[config.mk]
export PLATFORM = sky130hd
export DESIGN_NAME = spirv_entry_point_finder
export DESIGN_NICKNAME = d
export VERILOG_FILES = /design/src/rtl/core/spf_pkg.sv /design/src/rtl/core/spirv_entry_point_finder.sv /design/src/rtl/core/spf_scan.sv /design/src/rtl/core/spf_out.sv
export SDC_FILE = /design/constraint.sdc
export NUM_CORES = 1
export LEC_CHECK = 0
export ABC_CLOCK_PERIOD_IN_PS = 9800
export BUFFER_PORTS_ARGS = -buffer_cell sky130_fd_sc_hd__clkbuf_2
export CAP_MARGIN = 20
export CELL_PAD_IN_SITES_DETAIL_PLACEMENT = 1
export CELL_PAD_IN_SITES_GLOBAL_PLACEMENT = 2
export CORE_MARGIN = 4
export CORE_UTILIZATION = 35
export CTS_BUF_LIST = sky130_fd_sc_hd__clkbuf_8
export CTS_CLUSTER_DIAMETER = 80
export DETAILED_ROUTE_END_ITERATION = 6
export PLACE_DENSITY = 0.79
export SLEW_MARGIN = 20
export SYNTH_ARGS = -nofsm -noshare
export SYNTH_HDL_FRONTEND = slang
export SYNTH_SLANG_ARGS = --single-unit
[constraint.sdc]
create_clock -name clk -period 9.8 [get_ports clk]
set_input_delay 0 -clock clk [delete_from_list [all_inputs] [get_ports clk]]
set_output_delay 0 -clock clk [all_outputs]
set_load 0.01 [all_outputs]
[src/rtl/core/spf_pkg.sv]
// ----------------------------------------------------------------------------
// spf_pkg - shared definitions for the SPIR-V entry point finder
// Stream constants, scan phase encoding and the result record.
// ----------------------------------------------------------------------------
package spf_pkg;

	localparam int MAX_WORDS    = 65536;
	localparam int POS_W        = $clog2(MAX_WORDS + 2);
	localparam int WORD_W       = 32;
	localparam int HALF_W       = 16;
	localparam int OFF_W        = 18;
	localparam int HEADER_WORDS = 5;

	localparam logic [WORD_W-1:0] SPV_MAGIC = 32'h0723_0203;
	localparam logic [HALF_W-1:0] OPC_ENTRY = 16'd15;
	localparam logic [HALF_W-1:0] EP_MIN_LEN = 16'd4;

	typedef enum logic [2:0] {
		PH_HEADER,
		PH_OPHEAD,
		PH_BODY,
		PH_EP_MODEL,
		PH_EP_ID,
		PH_EP_NAME,
		PH_FOUND,
		PH_FAIL
	} phase_t;

	typedef struct packed {
		logic             found;
		logic [OFF_W-1:0] name_offset;
	} result_t;

endpackage

[src/rtl/core/spirv_entry_point_finder.sv]
// ----------------------------------------------------------------------------
// spirv_entry_point_finder - locate the first OpEntryPoint name in a module
// Scans a SPIR-V word stream and reports where the entry point name starts.
// ----------------------------------------------------------------------------
// Feed the module one 32-bit little-endian word per transfer, with last set on
// the final word. The block takes one word every cycle unless word_stall is
// raised: each word is latched, and as it advances the walker in spf_scan
// updates its state in a single step (compares, a counter decrement, a
// four-byte zero detect). Exactly one result comes out per stream:
// result_valid rises once the word with last has passed the input register
// and been loaded into the result register. found is set only when word 0
// is the magic number, the walk reaches an OpEntryPoint whose name holds a
// zero byte before the instruction ends, the instruction fits in the stream,
// and the stream is at most MAX_WORDS words long; name_offset is then the byte
// offset of the name from the module start, else 0. Words after the decision
// are consumed silently until last. A result waiting under result_stall stalls
// the word side only when the next latched word is itself a last word.
// ----------------------------------------------------------------------------
module spirv_entry_point_finder import spf_pkg::*; (
	input  logic              clk,
	input  logic              arst_n,
	input  logic              word_valid,
	output logic              word_stall,
	input  logic [WORD_W-1:0] word,
	input  logic              last,
	output logic              result_valid,
	input  logic              result_stall,
	output logic              found,
	output logic [OFF_W-1:0]  name_offset
);

	logic              valid_s1;
	logic [WORD_W-1:0] word_s1;
	logic              last_s1;
	logic              out_free;
	logic              advance;
	result_t           scan_result;
	result_t           result_q;

	// A latched word moves on unless it closes a stream while the result
	// register is still occupied.
	assign advance    = valid_s1 && (!last_s1 || out_free);
	assign word_stall = valid_s1 && !advance;

	// input register: refill whenever the held word advances or is empty
	always_ff @(posedge clk or negedge arst_n) begin
		if (!arst_n) begin
			valid_s1 <= 1'b0;
		end else if (!word_stall) begin
			valid_s1 <= word_valid;
		end
	end

	always_ff @(posedge clk) begin
		if (!word_stall && word_valid) begin
			word_s1 <= word;
			last_s1 <= last;
		end
	end

	spf_scan u_scan (
		.clk    (clk),
		.arst_n (arst_n),
		.step   (advance),
		.word   (word_s1),
		.last   (last_s1),
		.result (scan_result)
	);

	// load the result register only on the word that ends the stream
	spf_out u_out (
		.clk      (clk),
		.arst_n   (arst_n),
		.load     (advance && last_s1),
		.result_d (scan_result),
		.stall    (result_stall),
		.free     (out_free),
		.valid    (result_valid),
		.result_q (result_q)
	);

	assign found       = result_q.found;
	assign name_offset = result_q.name_offset;

endmodule

[src/rtl/core/spf_scan.sv]
// ----------------------------------------------------------------------------
// spf_scan - instruction walker
// Holds the per-stream scan state and advances it by one word per step.
// ----------------------------------------------------------------------------
module spf_scan import spf_pkg::*; (
	input  logic              clk,
	input  logic              arst_n,
	input  logic              step,
	input  logic [WORD_W-1:0] word,
	input  logic              last,
	output result_t           result
);

	phase_t            phase_q, phase_d;
	logic [POS_W-1:0]  pos_q, pos_d, pos_inc;
	logic [HALF_W-1:0] left_q, left_d, left_dec;
	logic              term_q, term_d, term_new;
	logic [OFF_W-1:0]  held_q, held_d, held_new;
	phase_t            phase_new;
	logic [HALF_W-1:0] len, opc;
	logic [OFF_W-1:0]  off_base;
	logic              zero_byte;

	assign len       = word[WORD_W-1:HALF_W];
	assign opc       = word[HALF_W-1:0];
	assign left_dec  = (left_q != '0) ? left_q - 1'b1 : left_q;
	assign zero_byte = (word[7:0] == 8'h00) || (word[15:8] == 8'h00) ||
	                   (word[23:16] == 8'h00) || (word[31:24] == 8'h00);
	assign off_base  = OFF_W'(pos_q) + OFF_W'(3);
	assign pos_inc   = (pos_q <= POS_W'(MAX_WORDS)) ? pos_q + 1'b1 : pos_q;

	// next state
	always_comb begin
		phase_new = phase_q;
		left_d    = left_q;
		term_new  = term_q;
		held_new  = held_q;
		case (phase_q)
			PH_HEADER: begin
				if (pos_q == '0 && word != SPV_MAGIC) begin
					phase_new = PH_FAIL;
				end else if (pos_q >= POS_W'(HEADER_WORDS - 1)) begin
					phase_new = PH_OPHEAD;
				end
			end
			PH_OPHEAD: begin
				if (len == '0) begin
					phase_new = PH_FAIL;
				end else if (opc == OPC_ENTRY && len >= EP_MIN_LEN) begin
					left_d    = len - 1'b1;
					held_new  = {off_base[OFF_W-3:0], 2'b00};
					term_new  = 1'b0;
					phase_new = PH_EP_MODEL;
				end else if (len > 16'd1) begin
					left_d    = len - 1'b1;
					phase_new = PH_BODY;
				end
			end
			PH_BODY: begin
				left_d = left_dec;
				if (left_dec == '0) begin
					phase_new = PH_OPHEAD;
				end
			end
			PH_EP_MODEL: begin
				left_d    = left_dec;
				phase_new = PH_EP_ID;
			end
			PH_EP_ID: begin
				left_d    = left_dec;
				phase_new = PH_EP_NAME;
			end
			PH_EP_NAME: begin
				term_new = term_q | zero_byte;
				left_d   = left_dec;
				if (left_dec == '0) begin
					phase_new = (term_q | zero_byte) ? PH_FOUND : PH_FAIL;
				end
			end
			default: begin
			end
		endcase

		// drop back to the start of a new module after the last word
		if (last) begin
			phase_d = PH_HEADER;
			pos_d   = '0;
			left_d  = '0;
			term_d  = 1'b0;
			held_d  = '0;
		end else begin
			phase_d = phase_new;
			pos_d   = pos_inc;
			term_d  = term_new;
			held_d  = held_new;
		end
	end

	// outputs
	always_comb begin
		result.found       = (phase_new == PH_FOUND) && (pos_inc <= POS_W'(MAX_WORDS));
		result.name_offset = result.found ? held_new : '0;
	end

	always_ff @(posedge clk or negedge arst_n) begin
		if (!arst_n) begin
			phase_q <= PH_HEADER;
			pos_q   <= '0;
			left_q  <= '0;
			term_q  <= 1'b0;
			held_q  <= '0;
		end else if (step) begin
			phase_q <= phase_d;
			pos_q   <= pos_d;
			left_q  <= left_d;
			term_q  <= term_d;
			held_q  <= held_d;
		end
	end

endmodule

[src/rtl/core/spf_out.sv]
// ----------------------------------------------------------------------------
// spf_out - result register
// Holds one result until the downstream side takes it.
// ----------------------------------------------------------------------------
module spf_out import spf_pkg::*; (
	input  logic    clk,
	input  logic    arst_n,
	input  logic    load,
	input  result_t result_d,
	input  logic    stall,
	output logic    free,
	output logic    valid,
	output result_t result_q
);

	logic valid_q;

	assign free  = !valid_q || !stall;
	assign valid = valid_q;

	always_ff @(posedge clk or negedge arst_n) begin
		if (!arst_n) begin
			valid_q <= 1'b0;
		end else if (load) begin
			valid_q <= 1'b1;
		end else if (!stall) begin
			valid_q <= 1'b0;
		end
	end

	always_ff @(posedge clk) begin
		if (load) begin
			result_q <= result_d;
		end
	end

endmodule
# Yosys cells after proc, flatten, opt, wreduce, memory -nomap -nowiden
# Index checks and enable logic that the tools add are counted.
[op_classes]
n_addsub = 4
mul = 0
div_mod_pow = 0
n_lt_le_gt_ge = 5
eq_ne = 12
shifts = 0
muxes = 28
n_bitwise = 1
n_reduce_logical = 31
[op_table]
columns = ["op", "n"]
rows = [
  ["16-bit 2-to-1 mux", 5],
  ["18-bit 2-to-1 mux", 4],
  ["17-bit <= comparator (second input constant)", 2],
  ["17-bit 2-to-1 mux", 2],
  ["16-bit logical NOT", 2],
  ["8-bit logical NOT", 4],
  ["32-bit by 27-bit inequality test with 1-bit output (second input constant)", 1],
  ["16-bit case mux with 2 select lines", 1],
  ["16-bit by 1-bit subtractor with 16-bit output (second input constant)", 2],
  ["3-bit 2-to-1 mux", 8],
  ["3-bit case mux with 6 select lines", 1],
  ["17-bit by 1-bit adder with 17-bit output (second input constant)", 1],
  ["17-bit by 3-bit greater-or-equal comparator with 1-bit output (second input constant)", 1],
  ["17-bit logical NOT", 1],
  ["16-bit by 2-bit adder with 16-bit output (second input constant)", 1],
  ["16-bit by 4-bit equality test with 1-bit output (second input constant)", 1],
  ["16-bit by 3-bit greater-or-equal comparator with 1-bit output (second input constant)", 1],
  ["16-bit by 1-bit greater-than comparator with 1-bit output (second input constant)", 1],
  ["16-bit nonzero test", 1],
  ["3-bit equality test (second input constant)", 3],
  ["4-bit AND reduction", 2],
  ["1-bit logical AND", 7],
  ["3-bit by 2-bit equality test with 1-bit output (second input constant)", 2],
  ["1-bit 2-to-1 mux", 6],
  ["12 further kinds", 21],
]
[totals]
regBits = 109
latchBits = 0
ram_bits = 0
romBits = 0
inputBits = 37
output_inout_bits = 21
memories = 0

# Longest topological paths before layout
# Gate-level depths: netlist (run 1).
[depth]
depth_word = 10
mapped_depth = 13
ltp_nobuf = 11

# By module
# Synthesis (run 1) repeated with hierarchy kept, for this count alone.
[unflattened]
hier_cells = 696
area_unflattened_um2 = 6610.1
[modules_own_cells]
columns = ["mod", "n_inst", "cells_each", "area_each_um2", "seq_area_each_um2"]
rows = [
  ["spf_scan", 1, 632, 4932.2, 1376.3],
  ["spirv_entry_point_finder", 1, 42, 1071.0, 1016.0],
  ["spf_out", 1, 22, 606.8, 595.6],
]

# Worst setup path after synthesis (run 1)
# OpenSTA, ideal clock, no wires.
[synth_timing]
kind = "reg2reg"
start = "reg u_scan.left_q[6]"
end = "reg u_out.result_q[16] (netlist name)"
arrival_time_ps = 2933
slack_ps = 6613
stages_incl_launch_ff = 12
path_cell_list = "dfrtp_1 buf_6 or4_1 buf_2 or4_4 nor3_1 o2111ai_1 nor4_4 mux2_4 nand3_4 buf_6 nor2_2"
[synth_via]
elab_chain_len = 7
word_cells_on_any_way = 9
[synth_lines]
columns = ["element", "line", "text"]
rows = [
  ["from (decl)", "spf_scan.sv:16", "logic [HALF_W-1:0] left_q, left_d, left_dec;"],
  ["from (signal assigned)", "spf_scan.sv:115", "left_q <= left_d;"],
  ["16-bit by 1-bit subtractor with 16-bit output / 16-bit nonzero test (equally long branches)", "spf_scan.sv:26", "assign left_dec = (left_q != '0) ? left_q - 1'b1 : left_q;"],
  ["16-bit 2-to-1 mux *", "spf_scan.sv:26", ""],
  ["16-bit logical NOT *", "spf_scan.sv:61, spf_scan.sv:76", ""],
  ["3-bit 2-to-1 mux, on equally long branches", "spf_scan.sv:76, spf_scan.sv:61", ""],
  ["3-bit case mux with 6 select lines *", "spf_scan.sv:38", "case (phase_q)"],
  ["3-bit equality test *", "spf_scan.sv:101", "result.found = (phase_new == PH_FOUND) && (pos_inc <= POS_W'(MAX_WORDS));"],
  ["1-bit logical AND *", "spf_scan.sv:101", ""],
]
# Mark *: on every way between the ends. The rest lies on a longest branch, timed or not.
# A chain may end at the register's enable or synchronous reset.

==> flow_metrics.tcl, run 1 <==
set metrics [dict create \
    cp.arrival_ns 4.05 \
    leakagePower_nw 2.83 \
    synth_edf_count 52 \
    grt_pass1_vias 5882 \
    power_switching_w 0.000638 \
    fill_cells 2043 \
    crit_fanout 17 \
    top_usage_layer "met2" \
    vias 5609 \
    switching_share 0.427 \
    cpPeakStageDelay_ns 0.55 \
    finalSetupViolCount 0 \
    synth_area_um2 6310 \
    yosys.area.top_type "edfxtp_1" \
    cts_sinks 109 \
    grt_pass1_wl_mm 32.1 \
    startpoint_type "flop" \
    worstSkewPairLatency_ns 0.40 \
    use_met2 0.309 \
    hold_viol_final 0 \
    diodes 0 \
    drv_slew 0 \
    fin_nets 804 \
    slew_headroom 0.375 \
    internal_power_w 0.000857 \
    antenna_left 0 \
    async_flop_share 0.523 \
    period_share 0.388 \
    crit_buf_inv 2 \
    ys_ff_latch 109 \
    cts_tree "yes" \
    tightest_slew_ns 0.925 \
    crit_family "simple AND/OR/NAND/NOR gates" \
    die-area_um2 20200 \
    synth_cells 693 \
    synth_flop_cell "dfrtp_1" \
    outcome "complete, no violations" \
    met3_usage 0.0269 \
    drv_cap 0 \
    wl_per_cell_um 19.6 \
    ys_types 66 \
    tns_ns 0 \
    htreeDepth 3 \
    antenna_found_initial 0 \
    synth_common_cells "75 x nand2_1, 72 x o21ai_0, 58 x nor2_1" \
    pwr-share-comb 0.388 \
    dp_hpwl_mm 13.5 \
    power_density_nw_per_um2 204 \
    whs_ns 0.300 \
    ys_seq_area_frac 0.474 \
    overflow 0 \
    cts_root_buf "clkbuf_8" \
    clkTransAtPathRegs_ns 0.13 \
    clockPowerShare 0.199 \
    total_power_w 0.00150 \
    grtUsageMet1 0.287 \
    synth_most_common_cell "nand2_1" \
    required_ns 10.05 \
    yosys_warnings 0 \
    start_util 0.361 \
    placementRows 48 \
    peakVddDrop_uv 106 \
    routed_wl_mm 19.4 \
    post-route-min-period_ns 3.80 \
    clock_path_buffers 2 \
    drive_gt1_frac 0.139 \
    coreArea_um2 17500 \
    grtUsageTotal 0.198 \
    power_frac_seq 0.413 \
    gp_congestion 0.933 \
    hp-class "in -> async" \
    drc 0 \
    crit_slowest_cell "nor4_2" \
    place_area_um2 6740 \
    cts_resized 0 \
    ys_top_cells_by_area "edfxtp_1 25%, dfrtp_1 23%, o21ai_0 5.7%, nand2_1 4.5%, a21oi_1 4.2%" \
    syn-num-nets 737 \
    cts_buffers 9 \
    dp_cells 937 \
    path_cells "inv_1, ha_1, nor3b_1, a41oi_1, nor4_2, nand3_1, a221oi_1, a41o_1, nand3_4, inv_2, and2_1" \
    ios 58 \
    max_freq_mhz 263 \
    rsz0062_at_grt "no" \
    die_h_um 142 \
    area_growth_pct 16.0 \
    synth_top_cell_area_share 0.248 \
    fin_skew_ns 0.0234 \
    drtPass1Iterations 7 \
    criticalPathCategory "reg -> reg" \
    vias_per_cell 5.67 \
    portBuffers 57 \
    final_area_um2 7320 \
    layout.cells.non_filler 990 \
    critPathCaptureType "flop" \
    drt_iter0_markers 504 \
    fp.dieW_um 142 \
    postSynthAreaPerCell_um2 9.10 \
    grt_max_degree 58 \
]
==> cells by family after synthesis <==
| family | count (synthesis) | share of synthesized area |
|---|---|---|
| and+or+nand+nor | 297 | 0.247 |
| AOI/OAI and AO/OA | 186 | 0.177 |
| DFF | 109 | 0.474 |
| buffers and inverters | 59 | 0.0383 |
| xor gates and xnor gates | 33 | 0.0458 |
| adders and majority gates | 7 | 0.0139 |
| muxes | 2 | 0.00416 |
==> power by group through the flow <==
stage          Clock (W)  Sequential, W  Combinational (W)
2_1_floorplan          0       0.000578           0.000444
3_3_place_gp           0       0.000621           0.000559
3_5_place_dp           0       0.000625           0.000561
4_1_cts         0.000303       0.000616           0.000578
5_1_grt         0.000326       0.000629           0.000646
6_report        0.000297       0.000618           0.000580
==> what timing repair did <==
action | in CTS | in global routing
buffers inserted | 0 | 0
hold buffers | 37 | 0
endpoints found under the setup margin | 0 | 0
hold endpoints to repair | 92 | 0
==> metal layers <==
layer / share of wire / wire length [um]
met5: 0 / 0
met4: 0.021 / 412
met3: 0.032 / 627
met2: 0.46 / 8870
met1: 0.49 / 9460
==> stage by stage <==
| step | setup WS (ns) | utilization |
|---|---|---|
| after floorplan | 6.61 | - |
| after global placement | 6.14 | 0.385 |
| after detailed placement | 6.06 | 0.385 |
| after CTS | 6.03 | 0.419 |
| after global routing | 5.73 | 0.419 |
| final | 6.00 | 0.419 |
==> worst register-to-register path, cell delays in order (launching register included) <==
cell and delay [ns]:
dfrtp_1 0.48, inv_1 0.14, ha_1 0.35, nor3b_1 0.40, a41oi_1 0.48, nor4_2 0.55
nand3_1 0.13, a221oi_1 0.32, a41o_1 0.28, nand3_4 0.26, inv_2 0.14, and2_1 0.13
==> final timing paths <==
check	slack (ns)	to	depth (start not counted)	startpoint
setup / recovery	6.00	u_out.result_q[1]	11	u_scan.pos_q[0]
hold / removal	0.30	u_scan.left_q[11]	3	arst_n
setup reg to reg	6.00	u_out.result_q[1]	11	u_scan.pos_q[0]
hold reg to reg	0.49	u_scan.held_q[15]	2	u_scan.held_q[15]
max in group asynchronous	8.93	u_scan.left_q[6]	3	arst_n
min in group clk	0.31	word_s1[29]	2	word[29]
==> cells in the final DEF, fill, tap and decap left out, types with 3 or more instances in the layout <==
master         count
nand2_1           75
o21ai_0           72
nor2_1            57
clkbuf_2          57
dfrtp_1           57
a21oi_1           53
edfxtp_1          52
dlygate4sd3_1     37
nor3_1            26
nand3_1           21
and2_1            20
nor4_1            20
xnor2_1           17
nand4_1           16
xor2_1            16
inv_1             15
nor2_2            11
clkbuf_8           9
a31oi_1            8
a22o_1             8
or3_1              7
o31ai_1            7
nand2b_1           7
ha_1               7
or4_1              6
buf_4              6
and4_1             5
and3_1             4
or2_2              4
o211ai_1           4
nor3b_1            3
a41oi_1            3
nor2b_1            3
o41ai_1            3
a31o_2             3
a211oi_1           3
o22ai_1            3
==> registers in the layout, indices dropped and copies added (netlist names) <==
name	cells
last_s1	1
u_out.result_q	19
u_out.valid	1
u_scan.held_q	18
u_scan.left_q	16
u_scan.phase_q	3
u_scan.pos_q	17
u_scan.term_q	1
valid_s1	1
word_s1	32
==> cell type report <==
cell class / instances / area, um^2 / share of cell area
multi-input combinational: 525 / 3080 / 0.421
clock buffer: 9 / 124 / 0.0169
clock inverter: 7 / 85.1 / 0.0116
inverter: 15 / 56.3 / 0.00769
timing repair buffer: 100 / 701 / 0.0958
tap: 225 / 282 / 0.0385
sequential: 109 / 2990 / 0.408
(Power assumes the default switching activity.)
==> run 2: changes to the inputs <==
Settings changed: ABC_CLOCK_PERIOD_IN_PS 9800 to 3300, PLACE_DENSITY 0.79 to 0.82.
Clock period 9.8 ns to 3.3 ns, I/O delays scaled along.
==> run 2 against run 1 <==
Clock-buffer cell count unchanged; register-to-register slack got worse by 5.9 ns; global-route usage increased by 0.92 points; power increased to 3.2 times the previous value; clock power increased to 2.7 times the previous value; sequential power increased to 2.8 times the previous value; largest cell class unchanged; maximum frequency increased by 19%.
==> flow_metrics.tcl, run 2 (synthesized netlist as in run 1, its figures left out) <==
set metrics [dict create \
    outcome "complete, no violations" \
    drv_slew 0 \
    clock_path_buffers 2 \
    r2r_slack_ns 0.12 \
    reg_top3 "word_s1: 32 flops, u_out.result_q: 19 flops, u_scan.held_q: 18 flops" \
    drv_cap 0 \
    fp.dieW_um 142 \
    grt_pass1_wl_mm 33.7 \
    leakagePower_nw 3.14 \
    crit_fanout 8 \
    cts_sinks 109 \
    grt_pass1_vias 6264 \
    final_common_cell "nand2_1" \
    dp_hpwl_mm 14.5 \
    peakVddDrop_uv 357 \
    largest-register "word_s1" \
    grt_max_degree 49 \
    coreArea_um2 17500 \
    layout_common_cells "75 x nand2_1, 72 x o21ai_0, 68 x buf_4, 58 x nor2_1, 57 x clkbuf_2" \
    cpPeakStageDelay_ns 0.56 \
    drc 0 \
    overflow 0 \
    crit_slowest_cell "or4_1" \
    startpoint_type "flop" \
    path_cells "or4_1, buf_4, nor3_2, buf_4, a31o_2, o211ai_1, nor4_4, mux2_4, nand3_4, inv_2, and2_1" \
    required_ns 3.46 \
    total_power_w 0.00477 \
    ios 58 \
    wl_per_cell_um 19.4 \
    post-route-min-period_ns 3.18 \
    antenna_found_initial 0 \
    vias_per_cell 5.62 \
    hp-class "in -> async" \
    drt_iter0_markers 363 \
    slew_headroom 0.332 \
    finalSetupViolCount 0 \
    whs_ns 0.123 \
    diodes 0 \
    clkTransAtPathRegs_ns 0.11 \
    rsz0062_at_grt "no" \
    cp.arrival_ns 3.34 \
    dp_cells 994 \
    place_area_um2 7180 \
    portBuffers 57 \
    period_share 0.964 \
    drtPass1Iterations 5 \
    worstSkewPairLatency_ns 0.39 \
    layout.cells.non_filler 1053 \
    cts_buffers 9 \
    hold_viol_final 0 \
    placementRows 48 \
    die-area_um2 20200 \
    cts_root_buf "clkbuf_8" \
    htreeDepth 3 \
    grtUsageTotal 0.207 \
    crit_top_cell "buf_4" \
    start_util 0.361 \
    cts_tree "yes" \
    critPathCaptureType "flop" \
    power_density_nw_per_um2 610 \
    fin_skew_ns 0.0121 \
    routed_wl_mm 20.4 \
    final_area_um2 7830 \
    antenna_left 0 \
    gp_congestion 0.906 \
    criticalPathCategory "reg -> reg" \
    drive_gt1_frac 0.210 \
    tightest_slew_ns 0.999 \
    vias 5921 \
    largest_reg_flops 32 \
    fin_nets 867 \
    max_freq_mhz 314 \
    area_growth_pct 24.1 \
    die_h_um 142 \
]
==> run 2: cell count changes in the layout (fill, tap and decap cells not counted), sizes merged <==
cell / before / now
buf: 6 / 69
clkinvlp: 0 / 2
inv: 18 / 17
bufinv: 1 / 0
==> run 2: layer usage <==
layer	GRT usage	part of all wire	vias to the layer above
met5	0	0	-
met4	0.0566	0.018	0
met2	0.357	0.50	119
li1	-	-	2803
met1	0.271	0.45	2970
met3	0.0343	0.033	29
==> run 2: what timing repair did <==
item,4_1_cts,5_1_grt
setup endpoints to repair,13,13
resized for setup,2,8
endpoints found under the hold margin,53,0
pin swaps,1,1
setup buffers,1,5
hold buffers,37,0
==> run 2: critical path: cells and delay by family (launching register included) <==
| kind | cells | cell delay (ns) |
|---|---|---|
| DFF | 1 | 0.40 |
| muxes | 1 | 0.36 |
| buffers and inverters | 3 | 0.42 |
| and+or+nand+nor | 5 | 1.43 |
| AOI/OAI and AO/OA | 2 | 0.34 |
==> run 2: area by class of cell <==
cell class / instances / area [um^2]
Multi-Input combinational cell: 525 / 3130
Tap cell: 225 / 282
Clock inverter: 7 / 58.8
Sequential cell: 109 / 2990
Fill cell: 2034 / 9650
Timing Repair Buffer: 163 / 1190
Inverter: 15 / 56.3
Clock buffer: 9 / 124
==> run 2: path summary, 6_finish.rpt <==
check                      depth (start not counted)        startpoint           endpoint
min in group clk                                   2          word[13]        word_s1[13]
setup reg to reg                                  11  u_scan.left_q[6]  u_out.result_q[0]
hold reg to reg                                    2  u_scan.held_q[8]   u_scan.held_q[8]
hold / removal                                     2            arst_n   u_scan.pos_q[11]
setup / recovery                                  11  u_scan.left_q[6]  u_out.result_q[0]
max in group asynchronous                          3            arst_n    u_scan.pos_q[1]
==> run 2: metrics by stage <==
step | setup slack (ns) | utilization | TNS, ns
floorplan | 0.113 | - | 0
global placement | -0.0745 | 0.411 | -0.673
detailed placement | -0.0888 | 0.411 | -0.805
CTS | 0.0320 | 0.443 | 0
global route | 0.00622 | 0.448 | 0
finish | 0.118 | 0.448 | 0
==> run 2: power by group <==
| group | switching (W) | internal, W | total (W) |
|---|---|---|---|
| Clock | 0.000514 | 0.000286 | 0.000800 |
| Combinational | 0.00131 | 0.000911 | 0.00223 |
| Sequential | 0.000171 | 0.00157 | 0.00175 |
| Total | 0.00200 | 0.00277 | 0.00477 |
